<file path="src/rtl/clcqs_pkg.sv">
// Shared types and constants for the character-LCD command queue sequencer.
package clcqs_pkg;

	typedef struct packed {
		logic [1:0] cmd;
		logic [7:0] value;
	} req_t;

	typedef struct packed {
		logic       kind;
		logic       port;
		logic [7:0] port_value;
		logic       busy_indicator;
		logic       overflow;
		logic       last;
	} rsp_t;

	localparam logic [1:0] CMD_INSTR = 2'd0;
	localparam logic [1:0] CMD_DATA  = 2'd1;
	localparam logic [1:0] CMD_TICK  = 2'd2;

	localparam logic [7:0]  MARKER      = 8'hFF;
	localparam logic [7:0]  SUBST_CHAR  = 8'h78;
	localparam logic [7:0]  CTRL_RS     = 8'h80;
	localparam logic [7:0]  CTRL_E      = 8'h40;
	localparam logic [7:0]  CTRL_IDLE   = 8'h00;
	localparam logic [15:0] DELAY_RESET = 16'd30;

	localparam logic KIND_PORT   = 1'b0;
	localparam logic KIND_STATUS = 1'b1;
	localparam logic PORT_CTRL   = 1'b0;
	localparam logic PORT_DATA   = 1'b1;

	// What the back end has to play out for one word from the front end
	typedef enum logic [1:0] {
		JOB_STATUS,
		JOB_MARK,
		JOB_IWR,
		JOB_DWR
	} job_t;

	typedef struct packed {
		job_t       job;
		logic [7:0] data;
		logic       busy;
		logic       ovf;
	} job_desc_t;

	// Queue entry: instruction flag and byte
	typedef struct packed {
		logic       instr;
		logic [7:0] data;
	} entry_t;

endpackage

</file>
<file path="src/rtl/char_lcd_command_queue_sequencer_top.sv">
// Top level of the character-LCD command queue sequencer.
// The first result word of a request passes the job queue, then the output register, to rsp.
// Throughput: one request word a cycle unless the job queue is full; results leave at one
// word a cycle unless rsp_stall is high, and a request makes up to four (job queue absorbs bursts).
// Reset: pointers, sequencer and indicator clear at once, delay returns to 30 ticks;
// the ring store is not cleared, so no clearing pass and no dead cycles after reset.
module char_lcd_command_queue_sequencer_top #(
	parameter int QUEUE_DEPTH = 64
) (
	input  logic            clk,
	input  logic            arst_n,
	input  logic            req_valid,
	output logic            req_stall,
	input  clcqs_pkg::req_t req,
	output logic            rsp_valid,
	input  logic            rsp_stall,
	output clcqs_pkg::rsp_t rsp,
	input  logic            cfg_wr_en,
	input  logic [15:0]     cfg_wr_data
);

	logic                 job_push, job_full, job_pop, job_valid;
	clcqs_pkg::job_desc_t job_in, job_head;

	// Hold request words whenever the job queue has no free slot
	assign req_stall = job_full;

	// Front end: queue bookkeeping, delay counting, indicator level
	clcqs_front #(
		.QUEUE_DEPTH(QUEUE_DEPTH)
	) u_front (
		.clk        (clk),
		.arst_n     (arst_n),
		.req_valid  (req_valid),
		.req_stall  (req_stall),
		.req        (req),
		.cfg_wr_en  (cfg_wr_en),
		.cfg_wr_data(cfg_wr_data),
		.job_push   (job_push),
		.job        (job_in)
	);

	// Decouple the two ends so each can stall on its own
	clcqs_jobq u_jobq (
		.clk       (clk),
		.arst_n    (arst_n),
		.push      (job_push),
		.push_job  (job_in),
		.full      (job_full),
		.pop       (job_pop),
		.head_valid(job_valid),
		.head_job  (job_head)
	);

	// Back end: advance through the port writes or status word of each job, one word a cycle while rsp_stall is low
	clcqs_back u_back (
		.clk      (clk),
		.arst_n   (arst_n),
		.job_valid(job_valid),
		.job      (job_head),
		.job_pop  (job_pop),
		.rsp_valid(rsp_valid),
		.rsp_stall(rsp_stall),
		.rsp      (rsp)
	);

endmodule

</file>
<file path="src/rtl/clcqs_ram.sv">
// Generic single-port-write, registered-read RAM (read-first).
module clcqs_ram #(
	parameter int WIDTH  = 8,
	parameter int DEPTH  = 64,
	parameter int ADDR_W = $clog2(DEPTH)
) (
	input  logic              clk,
	input  logic              we,
	input  logic [ADDR_W-1:0] waddr,
	input  logic [WIDTH-1:0]  wdata,
	input  logic [ADDR_W-1:0] raddr,
	output logic [WIDTH-1:0]  rdata
);

	logic [WIDTH-1:0] mem [DEPTH];

	always_ff @(posedge clk) begin
		if (we) begin
			mem[waddr] <= wdata;
		end
		rdata <= mem[raddr];
	end

endmodule

</file>
<file path="src/rtl/clcqs_front.sv">
// Front end: takes request words, keeps the ring store and the tick sequencer.
module clcqs_front #(
	parameter int QUEUE_DEPTH = 64
) (
	input  logic                clk,
	input  logic                arst_n,
	input  logic                req_valid,
	input  logic                req_stall,
	input  clcqs_pkg::req_t     req,
	input  logic                cfg_wr_en,
	input  logic [15:0]         cfg_wr_data,
	output logic                job_push,
	output clcqs_pkg::job_desc_t job
);

	localparam int PTR_W = $clog2(QUEUE_DEPTH);
	localparam logic [PTR_W-1:0] PTR_LAST    = PTR_W'(QUEUE_DEPTH - 1);
	localparam logic [PTR_W-1:0] USED_I_MAX  = PTR_W'(QUEUE_DEPTH - 3);
	localparam logic [PTR_W-1:0] USED_D_MAX  = PTR_W'(QUEUE_DEPTH - 2);

	typedef enum logic [1:0] {
		M_IDLE,
		M_WAIT,
		M_IWRITE,
		M_DWRITE
	} mode_t;

	mode_t              mode_q, mode_d, after_q, after_d;
	logic [15:0]        delay_q;
	logic [15:0]        wait_q, wait_d;
	logic [7:0]         pend_q, pend_d;
	logic               ind_q, ind_d;
	logic [PTR_W-1:0]   rd_q, rd_d, wr_q, wr_d;
	logic [PTR_W-1:0]   used_q, used_d;
	logic               byp_hit_q;
	clcqs_pkg::entry_t  byp_q, head, ram_wdata, ram_rdata;
	logic               ram_we;
	logic               accept, ovf;

	function automatic logic [PTR_W-1:0] ring_next(input logic [PTR_W-1:0] p);
		return (p == PTR_LAST) ? '0 : p + 1'b1;
	endfunction

	assign accept = req_valid & ~req_stall;
	assign head   = byp_hit_q ? byp_q : ram_rdata;

	always_comb begin
		mode_d    = mode_q;
		after_d   = after_q;
		wait_d    = wait_q;
		pend_d    = pend_q;
		ind_d     = ind_q;
		rd_d      = rd_q;
		wr_d      = wr_q;
		used_d    = used_q;
		ram_we    = 1'b0;
		ram_wdata = '0;
		ovf       = 1'b0;
		job_push  = 1'b0;
		job.job   = clcqs_pkg::JOB_STATUS;
		job.data  = '0;
		if (accept) begin
			case (req.cmd) inside
				clcqs_pkg::CMD_INSTR, clcqs_pkg::CMD_DATA: begin
					job_push = 1'b1;
					if (req.cmd == clcqs_pkg::CMD_INSTR) begin
						ovf = used_q > USED_I_MAX;
						ram_wdata.instr = 1'b1;
						ram_wdata.data  = req.value;
						used_d = used_q + PTR_W'(2);
					end else begin
						ovf = used_q > USED_D_MAX;
						ram_wdata.instr = 1'b0;
						ram_wdata.data  = (req.value == clcqs_pkg::MARKER) ?
							clcqs_pkg::SUBST_CHAR : req.value;
						used_d = used_q + PTR_W'(1);
					end
					if (ovf) begin
						used_d = used_q;
					end else begin
						ram_we = 1'b1;
						wr_d   = ring_next(wr_q);
					end
				end
				clcqs_pkg::CMD_TICK: begin
					unique case (mode_q)
						M_IDLE: begin
							if (used_q != '0) begin
								ind_d  = 1'b1;
								mode_d = M_WAIT;
								wait_d = delay_q;
								used_d = used_q - 1'b1;
								if (head.instr) begin
									// marker popped; the byte stays at the head
									after_d  = M_IWRITE;
									job_push = 1'b1;
									job.job  = clcqs_pkg::JOB_MARK;
								end else begin
									after_d = M_DWRITE;
									pend_d  = head.data;
									rd_d    = ring_next(rd_q);
								end
							end
						end
						M_WAIT: begin
							if (wait_q <= 16'd1) begin
								wait_d = '0;
								ind_d  = 1'b0;
								mode_d = after_q;
							end else begin
								wait_d = wait_q - 1'b1;
							end
						end
						M_IWRITE: begin
							if (used_q != '0) begin
								job.data = head.data;
								used_d   = used_q - 1'b1;
								rd_d     = ring_next(rd_q);
							end
							job_push = 1'b1;
							job.job  = clcqs_pkg::JOB_IWR;
							mode_d   = M_IDLE;
						end
						M_DWRITE: begin
							job_push = 1'b1;
							job.job  = clcqs_pkg::JOB_DWR;
							job.data = pend_q;
							mode_d   = M_IDLE;
						end
						default: begin
							mode_d = M_IDLE;
						end
					endcase
				end
				default: begin
				end
			endcase
		end
		job.busy = ind_d;
		job.ovf  = ovf;
	end

	clcqs_ram #(
		.WIDTH ($bits(clcqs_pkg::entry_t)),
		.DEPTH (QUEUE_DEPTH),
		.ADDR_W(PTR_W)
	) u_store (
		.clk  (clk),
		.we   (ram_we),
		.waddr(wr_q),
		.wdata(ram_wdata),
		.raddr(rd_d),
		.rdata(ram_rdata)
	);

	always_ff @(posedge clk or negedge arst_n) begin
		if (!arst_n) begin
			mode_q    <= M_IDLE;
			after_q   <= M_IDLE;
			wait_q    <= '0;
			pend_q    <= '0;
			ind_q     <= 1'b0;
			rd_q      <= '0;
			wr_q      <= '0;
			used_q    <= '0;
			delay_q   <= clcqs_pkg::DELAY_RESET;
			byp_hit_q <= 1'b0;
		end else begin
			mode_q    <= mode_d;
			after_q   <= after_d;
			wait_q    <= wait_d;
			pend_q    <= pend_d;
			ind_q     <= ind_d;
			rd_q      <= rd_d;
			wr_q      <= wr_d;
			used_q    <= used_d;
			byp_hit_q <= ram_we && (wr_q == rd_d);
			if (cfg_wr_en) begin
				delay_q <= cfg_wr_data;
			end
		end
	end

	// forward a write that lands on the head address in the same cycle
	always_ff @(posedge clk) begin
		byp_q <= ram_wdata;
	end

endmodule

</file>
<file path="src/rtl/clcqs_jobq.sv">
// Short job queue between the front and back ends.
module clcqs_jobq (
	input  logic                 clk,
	input  logic                 arst_n,
	input  logic                 push,
	input  clcqs_pkg::job_desc_t push_job,
	output logic                 full,
	input  logic                 pop,
	output logic                 head_valid,
	output clcqs_pkg::job_desc_t head_job
);

	localparam int DEPTH = 4;
	localparam int PTR_W = $clog2(DEPTH);

	clcqs_pkg::job_desc_t slot_q [DEPTH];
	logic [PTR_W-1:0]     rd_q, wr_q;
	logic [PTR_W:0]       cnt_q;
	logic                 do_push, do_pop;

	assign full       = cnt_q == (PTR_W + 1)'(DEPTH);
	assign head_valid = cnt_q != '0;
	assign head_job   = slot_q[rd_q];
	assign do_push    = push & ~full;
	assign do_pop     = pop & head_valid;

	always_ff @(posedge clk or negedge arst_n) begin
		if (!arst_n) begin
			rd_q  <= '0;
			wr_q  <= '0;
			cnt_q <= '0;
		end else begin
			if (do_push) begin
				wr_q <= wr_q + 1'b1;
			end
			if (do_pop) begin
				rd_q <= rd_q + 1'b1;
			end
			cnt_q <= cnt_q + (PTR_W + 1)'(do_push) - (PTR_W + 1)'(do_pop);
		end
	end

	always_ff @(posedge clk) begin
		if (do_push) begin
			slot_q[wr_q] <= push_job;
		end
	end

endmodule

</file>
<file path="src/rtl/clcqs_back.sv">
// Back end: expands each job into expander port writes or a status word.
module clcqs_back (
	input  logic                 clk,
	input  logic                 arst_n,
	input  logic                 job_valid,
	input  clcqs_pkg::job_desc_t job,
	output logic                 job_pop,
	output logic                 rsp_valid,
	input  logic                 rsp_stall,
	output clcqs_pkg::rsp_t      rsp
);

	logic [1:0]      step_q;
	logic            load, fin;
	clcqs_pkg::rsp_t word;
	clcqs_pkg::rsp_t rsp_q;
	logic            rsp_valid_q;

	always_comb begin
		word.kind           = clcqs_pkg::KIND_PORT;
		word.port           = clcqs_pkg::PORT_CTRL;
		word.port_value     = clcqs_pkg::CTRL_IDLE;
		word.busy_indicator = job.busy;
		word.overflow       = 1'b0;
		fin                 = 1'b0;
		unique case (job.job)
			clcqs_pkg::JOB_STATUS: begin
				word.kind     = clcqs_pkg::KIND_STATUS;
				word.overflow = job.ovf;
				fin           = 1'b1;
			end
			clcqs_pkg::JOB_MARK: begin
				fin = 1'b1;
			end
			clcqs_pkg::JOB_IWR: begin
				case (step_q)
					2'd0: begin
						word.port       = clcqs_pkg::PORT_DATA;
						word.port_value = job.data;
					end
					2'd1: word.port_value = clcqs_pkg::CTRL_E;
					default: fin = 1'b1;
				endcase
			end
			clcqs_pkg::JOB_DWR: begin
				case (step_q)
					2'd0: word.port_value = clcqs_pkg::CTRL_RS;
					2'd1: begin
						word.port       = clcqs_pkg::PORT_DATA;
						word.port_value = job.data;
					end
					2'd2: word.port_value = clcqs_pkg::CTRL_RS | clcqs_pkg::CTRL_E;
					default: fin = 1'b1;
				endcase
			end
			default: fin = 1'b1;
		endcase
		word.last = fin;
	end

	assign load      = ~rsp_valid_q | ~rsp_stall;
	assign job_pop   = load & job_valid & fin;
	assign rsp_valid = rsp_valid_q;
	assign rsp       = rsp_q;

	always_ff @(posedge clk or negedge arst_n) begin
		if (!arst_n) begin
			rsp_valid_q <= 1'b0;
			step_q      <= '0;
		end else if (load) begin
			rsp_valid_q <= job_valid;
			if (job_valid) begin
				step_q <= fin ? 2'd0 : step_q + 2'd1;
			end
		end
	end

	always_ff @(posedge clk) begin
		if (load && job_valid) begin
			rsp_q <= word;
		end
	end

endmodule

</file>
<file path="config.mk">
export PLATFORM = sky130hd
export DESIGN_NAME = char_lcd_command_queue_sequencer_top
export DESIGN_NICKNAME = d
export VERILOG_FILES = /design/src/rtl/clcqs_pkg.sv /design/src/rtl/char_lcd_command_queue_sequencer_top.sv /design/src/rtl/clcqs_ram.sv /design/src/rtl/clcqs_front.sv /design/src/rtl/clcqs_jobq.sv /design/src/rtl/clcqs_back.sv
export SDC_FILE = /design/constraint.sdc
export NUM_CORES = 1
export LEC_CHECK = 0
export BUFFER_PORTS_ARGS = -buffer_cell sky130_fd_sc_hd__clkbuf_2
export CORE_MARGIN = 3
export CORE_UTILIZATION = 41
export CTS_BUF_LIST = sky130_fd_sc_hd__clkbuf_8 sky130_fd_sc_hd__clkbuf_16
export DETAILED_ROUTE_END_ITERATION = 16
export MAX_ROUTING_LAYER = met4
export RECOVER_POWER = 50
export SLEW_MARGIN = 25
export SYNTH_ARGS = -nofsm -noshare
export SYNTH_HDL_FRONTEND = slang
export SYNTH_SLANG_ARGS = --single-unit
</file>
<file path="constraint.sdc">
create_clock -name clk -period 5.21 [get_ports clk]
set_clock_uncertainty 0.15 [all_clocks]
set_input_delay 0.521 -clock clk [delete_from_list [all_inputs] [get_ports clk]]
set_output_delay 0.521 -clock clk [all_outputs]
set_load 0.005 [all_outputs]
</file>
==> run_summary.xml <==
<?xml version="1.0" encoding="UTF-8"?>
<metrics>
  <group name="floorplanning">
    <metric name="num_rows" unit="">98</metric>
    <metric name="die_area" unit="um2">77100</metric>
    <metric name="top_level_ports" unit="">46</metric>
    <metric name="floorplan.initialDensity" unit="%">41.9</metric>
    <metric name="die-height" unit="um">278</metric>
    <metric name="fp.coreArea" unit="um2">72200</metric>
    <metric name="die_x" unit="um">278</metric>
  </group>
  <group name="global_routing">
    <metric name="antenna_found_initial" unit="">1</metric>
    <metric name="total_global_route_track_usage" unit="%">21.4</metric>
    <metric name="grt_first_pass_wirelength" unit="um">122000</metric>
    <metric name="globalRoute.totalOverflow" unit="">0</metric>
    <metric name="grt_pass1_vias" unit="">19000</metric>
    <metric name="grt_max_degree" unit="">108</metric>
  </group>
  <group name="power">
    <metric name="power_density" unit="nW/um2">506</metric>
    <metric name="cellLeakagePower" unit="nW">12.0</metric>
    <metric name="max-vdd-ir-drop" unit="mV">0.352</metric>
  </group>
  <group name="setup_path">
    <metric name="regToRegEndpoint" unit="">u_front.u_store.rdata[0]</metric>
    <metric name="crit_path_max_incr_delay" unit="ns">0.75</metric>
    <metric name="class_of_the_most_critical_setup_path" unit="">reg -&gt; reg</metric>
    <metric name="critPathMaxFanout" unit="">28</metric>
    <metric name="timing.critical_path.cells" unit="">inv_1, ha_1, or3b_1, o21a_1, and4_1, nor2_4, inv_2, nor2_1, nand2_1, o211ai_1, or4_1, a32oi_1</metric>
    <metric name="reg2reg_slack" unit="ns">0.42</metric>
    <metric name="critPathLaunchType" unit="">flop</metric>
    <metric name="cp.arrival" unit="ns">5.10</metric>
    <metric name="critical_path.endpoint_type" unit="">flop</metric>
    <metric name="critical_path.top_delay_family" unit="">simple AND/OR/NAND/NOR gates</metric>
    <metric name="worst_r2r_startpoint" unit="">u_front.used_q[1]</metric>
    <metric name="crit_path_top_delay_cell" unit="">sky130_fd_sc_hd__nor2_1</metric>
    <metric name="crit_buf_inv" unit="">2</metric>
    <metric name="crit_required" unit="ns">5.52</metric>
    <metric name="r2r.worst_path.cells" unit="">12</metric>
  </group>
  <group name="timing">
    <metric name="slew-limit-headroom" unit="%">-137</metric>
    <metric name="tightest_slew" unit="ns">3.55</metric>
    <metric name="final.period_utilization" unit="%">92.0</metric>
    <metric name="setup_total_negative_slack" unit="ns">0</metric>
    <metric name="period_needed" unit="ns">4.79</metric>
    <metric name="setup_ws_post_layout" unit="ns">0.418</metric>
    <metric name="timing.fmax" unit="GHz">0.209</metric>
    <metric name="timing.final.hold_violations" unit="">0</metric>
    <metric name="rsz0062_at_grt" unit="">false</metric>
    <metric name="report.final.setup_viol" unit="">0</metric>
    <metric name="maxSlewViolCount" unit="">428</metric>
  </group>
  <group name="drt">
    <metric name="drt.antenna.violating_nets" unit="">0</metric>
    <metric name="drc" unit="">0</metric>
    <metric name="detail_route.iter0.violations" unit="">2019</metric>
    <metric name="route.final.wire_length" unit="um">81100</metric>
    <metric name="drtPass1Iterations" unit="">8</metric>
    <metric name="vias" unit="">19300</metric>
    <metric name="detail_route.vias_per_cell" unit="">5.85</metric>
    <metric name="wl_per_cell" unit="um">24.6</metric>
  </group>
  <group name="clock_network">
    <metric name="tritoncts" unit="">yes</metric>
    <metric name="worst_setup_hold_path_clk_slew" unit="ns">0.06</metric>
    <metric name="post_cts_resized" unit="">0</metric>
    <metric name="cts_buffers" unit="">75</metric>
    <metric name="cts_root_buffer" unit="">sky130_fd_sc_hd__clkbuf_16</metric>
    <metric name="cts-htree-levels" unit="">3</metric>
    <metric name="clock_path_buffers" unit="">3</metric>
    <metric name="insertion_delay" unit="ns">0.61</metric>
    <metric name="cts_sinks" unit="">729</metric>
  </group>
  <group name="yosys">
    <metric name="fraction_of_post_synthesis_cell_area_in_the_top_cell_type_by_area" unit="%">63.2</metric>
    <metric name="yosys-top-cells-area" unit="">sky130_fd_sc_hd__edfxtp_1 63%, sky130_fd_sc_hd__dfrtp_1 5.8%, sky130_fd_sc_hd__nand2_1 4.0%</metric>
    <metric name="synthesis.nets" unit="">2247</metric>
    <metric name="post_synth.cell_area_avg" unit="um2">13.8</metric>
    <metric name="synth_cells" unit="">2193</metric>
    <metric name="asyncSetResetFlopFracSynth" unit="%">10.2</metric>
    <metric name="seq_area_frac_synth" unit="%">70.6</metric>
    <metric name="synthFlopType" unit="">sky130_fd_sc_hd__edfxtp_1</metric>
    <metric name="synth_edf_count" unit="">637</metric>
    <metric name="syn_area" unit="um2">30200</metric>
    <metric name="yosys_warnings" unit="">0</metric>
    <metric name="post_synth_num_cell_types" unit="">76</metric>
    <metric name="synth_largest_area_cell" unit="">sky130_fd_sc_hd__edfxtp_1</metric>
    <metric name="synth-seq-cells" unit="">729</metric>
  </group>
  <group name="run">
    <metric name="cap_viol_max_count" unit="">10</metric>
  </group>
  <group name="final_layout">
    <metric name="fill_cells" unit="">6315</metric>
    <metric name="layout.nets" unit="">2343</metric>
    <metric name="share_of_cells_above_drive_strength_1" unit="%">11.7</metric>
    <metric name="register_cell_area_after_layout" unit="um2">21300</metric>
    <metric name="area_of_the_multi_input_gates" unit="um2">8000</metric>
    <metric name="areaGrowthSynthToFinish" unit="%">13.1</metric>
  </group>
  <group name="outcome">
    <metric name="violations" unit="">max-capacitance violations, max-slew violations</metric>
    <metric name="run_status" unit="">finished, violations left</metric>
  </group>
  <group name="place">
    <metric name="numPortBuffers" unit="">45</metric>
    <metric name="place_ws" unit="ns">0.564</metric>
    <metric name="place.detailed.hpwl" unit="um">49800</metric>
    <metric name="routability_congestion_estimate_from_global_placement" unit="">0.945</metric>
  </group>
  <group name="min_path">
    <metric name="worst_hold_path_type" unit="">in -&gt; reg</metric>
    <metric name="timing.hold.worst_endpoint" unit="">u_front.delay_q[1]</metric>
    <metric name="min_path_cells" unit="">3</metric>
    <metric name="hold_path.startpoint" unit="">cfg_wr_en</metric>
  </group>
</metrics>
## cell usage in the layout (no fill, tap or decap), types with 36 or more instances in the layout
master / count
sky130_fd_sc_hd__edfxtp_1: 637
sky130_fd_sc_hd__nor2_1: 122
sky130_fd_sc_hd__a21oi_1: 58
sky130_fd_sc_hd__o21ai_0: 104
sky130_fd_sc_hd__dfrtp_1: 70
sky130_fd_sc_hd__a211oi_1: 87
sky130_fd_sc_hd__inv_1: 76
sky130_fd_sc_hd__buf_4: 71
sky130_fd_sc_hd__nor3_1: 38
sky130_fd_sc_hd__and3_1: 96
sky130_fd_sc_hd__clkbuf_16: 77
sky130_fd_sc_hd__nand2_1: 321
sky130_fd_sc_hd__nand3_1: 60
sky130_fd_sc_hd__a31oi_1: 36
## per-stage QoR
stage | hold WS (ns) | cell area (um2) | util [%] | total power, mW | std cells
floorplan | 0.0754 | 30200 | - | 10.5 | 2193
global placement | 0.309 | 31800 | 44.0 | 12.1 | 3143
detailed placement | 0.320 | 31800 | 44.0 | 12.2 | 3143
CTS | 0.237 | 34300 | 47.5 | 17.4 | 3295
global route | 0.286 | 34200 | 47.4 | 18.1 | 3296
finish | 0.263 | 34200 | 47.4 | 17.3 | 3297
## worst reg2reg max path, stage by stage (launching register included)
cell,delay (ns)
sky130_fd_sc_hd__dfrtp_1,0.42
sky130_fd_sc_hd__inv_1,0.22
sky130_fd_sc_hd__ha_1,0.25
sky130_fd_sc_hd__or3b_1,0.46
sky130_fd_sc_hd__o21a_1,0.32
sky130_fd_sc_hd__and4_1,0.47
sky130_fd_sc_hd__nor2_4,0.19
sky130_fd_sc_hd__inv_2,0.29
sky130_fd_sc_hd__nor2_1,0.75
sky130_fd_sc_hd__nand2_1,0.44
sky130_fd_sc_hd__o211ai_1,0.44
sky130_fd_sc_hd__or4_1,0.17
sky130_fd_sc_hd__a32oi_1,0.06
## registers in the layout, indices dropped and copies added (netlist names)
signal,count
u_front.u_store.rdata,9
u_front.wr_q,6
u_jobq.rd_q,2
u_front.used_q,6
u_jobq.slot_q,48
u_front.wait_q,16
u_back.rsp,13
u_front.byp_hit_q,1
u_front.byp_q,9
u_jobq.wr_q,2
u_jobq.cnt_q,3
u_back.step_q,2
u_front.mode_q,2
u_front.u_store.mem,576
u_back.rsp_valid,1
u_front.rd_q,6
u_front.after_q,2
u_front.delay_q,16
u_front.pend_q,8
u_front.ind_q,1
## metal layers
layer,track usage (%),up-vias,part of all wire (%)
met5,-,-,0
met1,28.8,9695,41
met2,33.8,877,47
met3,3.27,179,8.1
met4,6.63,0,3.2
li1,-,8537,-
## power breakdown
part / leakage, nW / switching (mW) / internal (mW)
combinational: 3.89 / 3.34 / 1.60
clock: 1.23 / 2.18 / 2.98
sequential: 6.92 / 0.352 / 6.84
total: 12.0 / 5.88 / 11.4
## cell type report
| cell class | count | share of cell area [%] |
|---|---|---|
| Antenna cell | 1 | 0.00732 |
| Clock inverter | 56 | 1.19 |
| Inverter | 62 | 0.695 |
| Sequential cell | 729 | 62.4 |
| Timing Repair Buffer | 154 | 3.18 |
| Multi-Input combinational cell | 1267 | 23.4 |
| Tap cell | 950 | 3.47 |
| Clock buffer | 78 | 5.67 |
## cell usage after synthesis (5+ instances only)
library cell               count
sky130_fd_sc_hd__a22oi_1       6
sky130_fd_sc_hd__a31oi_1      36
sky130_fd_sc_hd__nand3b_1      6
sky130_fd_sc_hd__nand3_1      59
sky130_fd_sc_hd__nand4_1      16
sky130_fd_sc_hd__a21oi_1      58
sky130_fd_sc_hd__inv_2         5
sky130_fd_sc_hd__mux4_2       28
sky130_fd_sc_hd__o41ai_1       6
sky130_fd_sc_hd__mux2_2       12
sky130_fd_sc_hd__a311oi_1     24
sky130_fd_sc_hd__or4_1         7
sky130_fd_sc_hd__inv_1        55
sky130_fd_sc_hd__nor2_1      123
sky130_fd_sc_hd__xnor2_1      14
sky130_fd_sc_hd__o21a_1       12
sky130_fd_sc_hd__clkbuf_1     57
sky130_fd_sc_hd__o221ai_1      6
sky130_fd_sc_hd__nor3_1       38
sky130_fd_sc_hd__nor2b_1       9
sky130_fd_sc_hd__nand2_1     321
sky130_fd_sc_hd__a21boi_0     10
sky130_fd_sc_hd__buf_4         8
sky130_fd_sc_hd__xor2_1        6
sky130_fd_sc_hd__and2_1       15
sky130_fd_sc_hd__ha_1         22
sky130_fd_sc_hd__buf_1        19
sky130_fd_sc_hd__mux2i_1      16
sky130_fd_sc_hd__o22ai_1      19
sky130_fd_sc_hd__o211ai_1     25
sky130_fd_sc_hd__dfxtp_1      18
sky130_fd_sc_hd__buf_2        43
sky130_fd_sc_hd__and3_1       96
sky130_fd_sc_hd__a22o_1        9
sky130_fd_sc_hd__o21ai_0     104
sky130_fd_sc_hd__mux4_1       13
sky130_fd_sc_hd__dfrtp_1      70
sky130_fd_sc_hd__or3_1         8
sky130_fd_sc_hd__edfxtp_1    637
sky130_fd_sc_hd__a211oi_1     88
sky130_fd_sc_hd__a32oi_1      10
## how the worst max path moves through the flow
stage                      startpoint                       end  slack [ns]  cells past startpoint
global placement    u_front.used_q[1]  u_front.u_store.rdata[8]        0.68                     12
detailed placement  u_front.used_q[1]  u_front.u_store.rdata[3]        0.56                     12
CTS                 u_front.used_q[1]  u_front.u_store.rdata[3]        0.55                     12
floorplan           u_front.used_q[1]  u_front.u_store.rdata[7]        1.69                     15
global route        u_front.used_q[1]  u_front.u_store.rdata[3]        0.14                     12
finish              u_front.used_q[1]  u_front.u_store.rdata[0]        0.42                     12
## cells by family (layout without fill, tap and decap cells)
family | count (synthesis) | in the layout | share of synthesized area [%]
flip-flops | 729 | 729 | 70.6
XOR/XNOR | 21 | 21 | 0.633
AO/OA/AOI/OAI | 438 | 438 | 9.71
other | 0 | 1 | 0
buffers and inverters | 197 | 350 | 3.05
multiplexers | 69 | 69 | 4.19
AND/OR/NAND/NOR | 716 | 716 | 10.9
adder cells (fa/ha/maj) | 23 | 23 | 0.976
## timing repair
action,CTS,global route
setup endpoints to repair,0,0
buffers inserted,0,0
hold buffers,18,0
endpoints found under the hold margin,87,0
No activity file was read; power rests on OpenSTA's default activity.
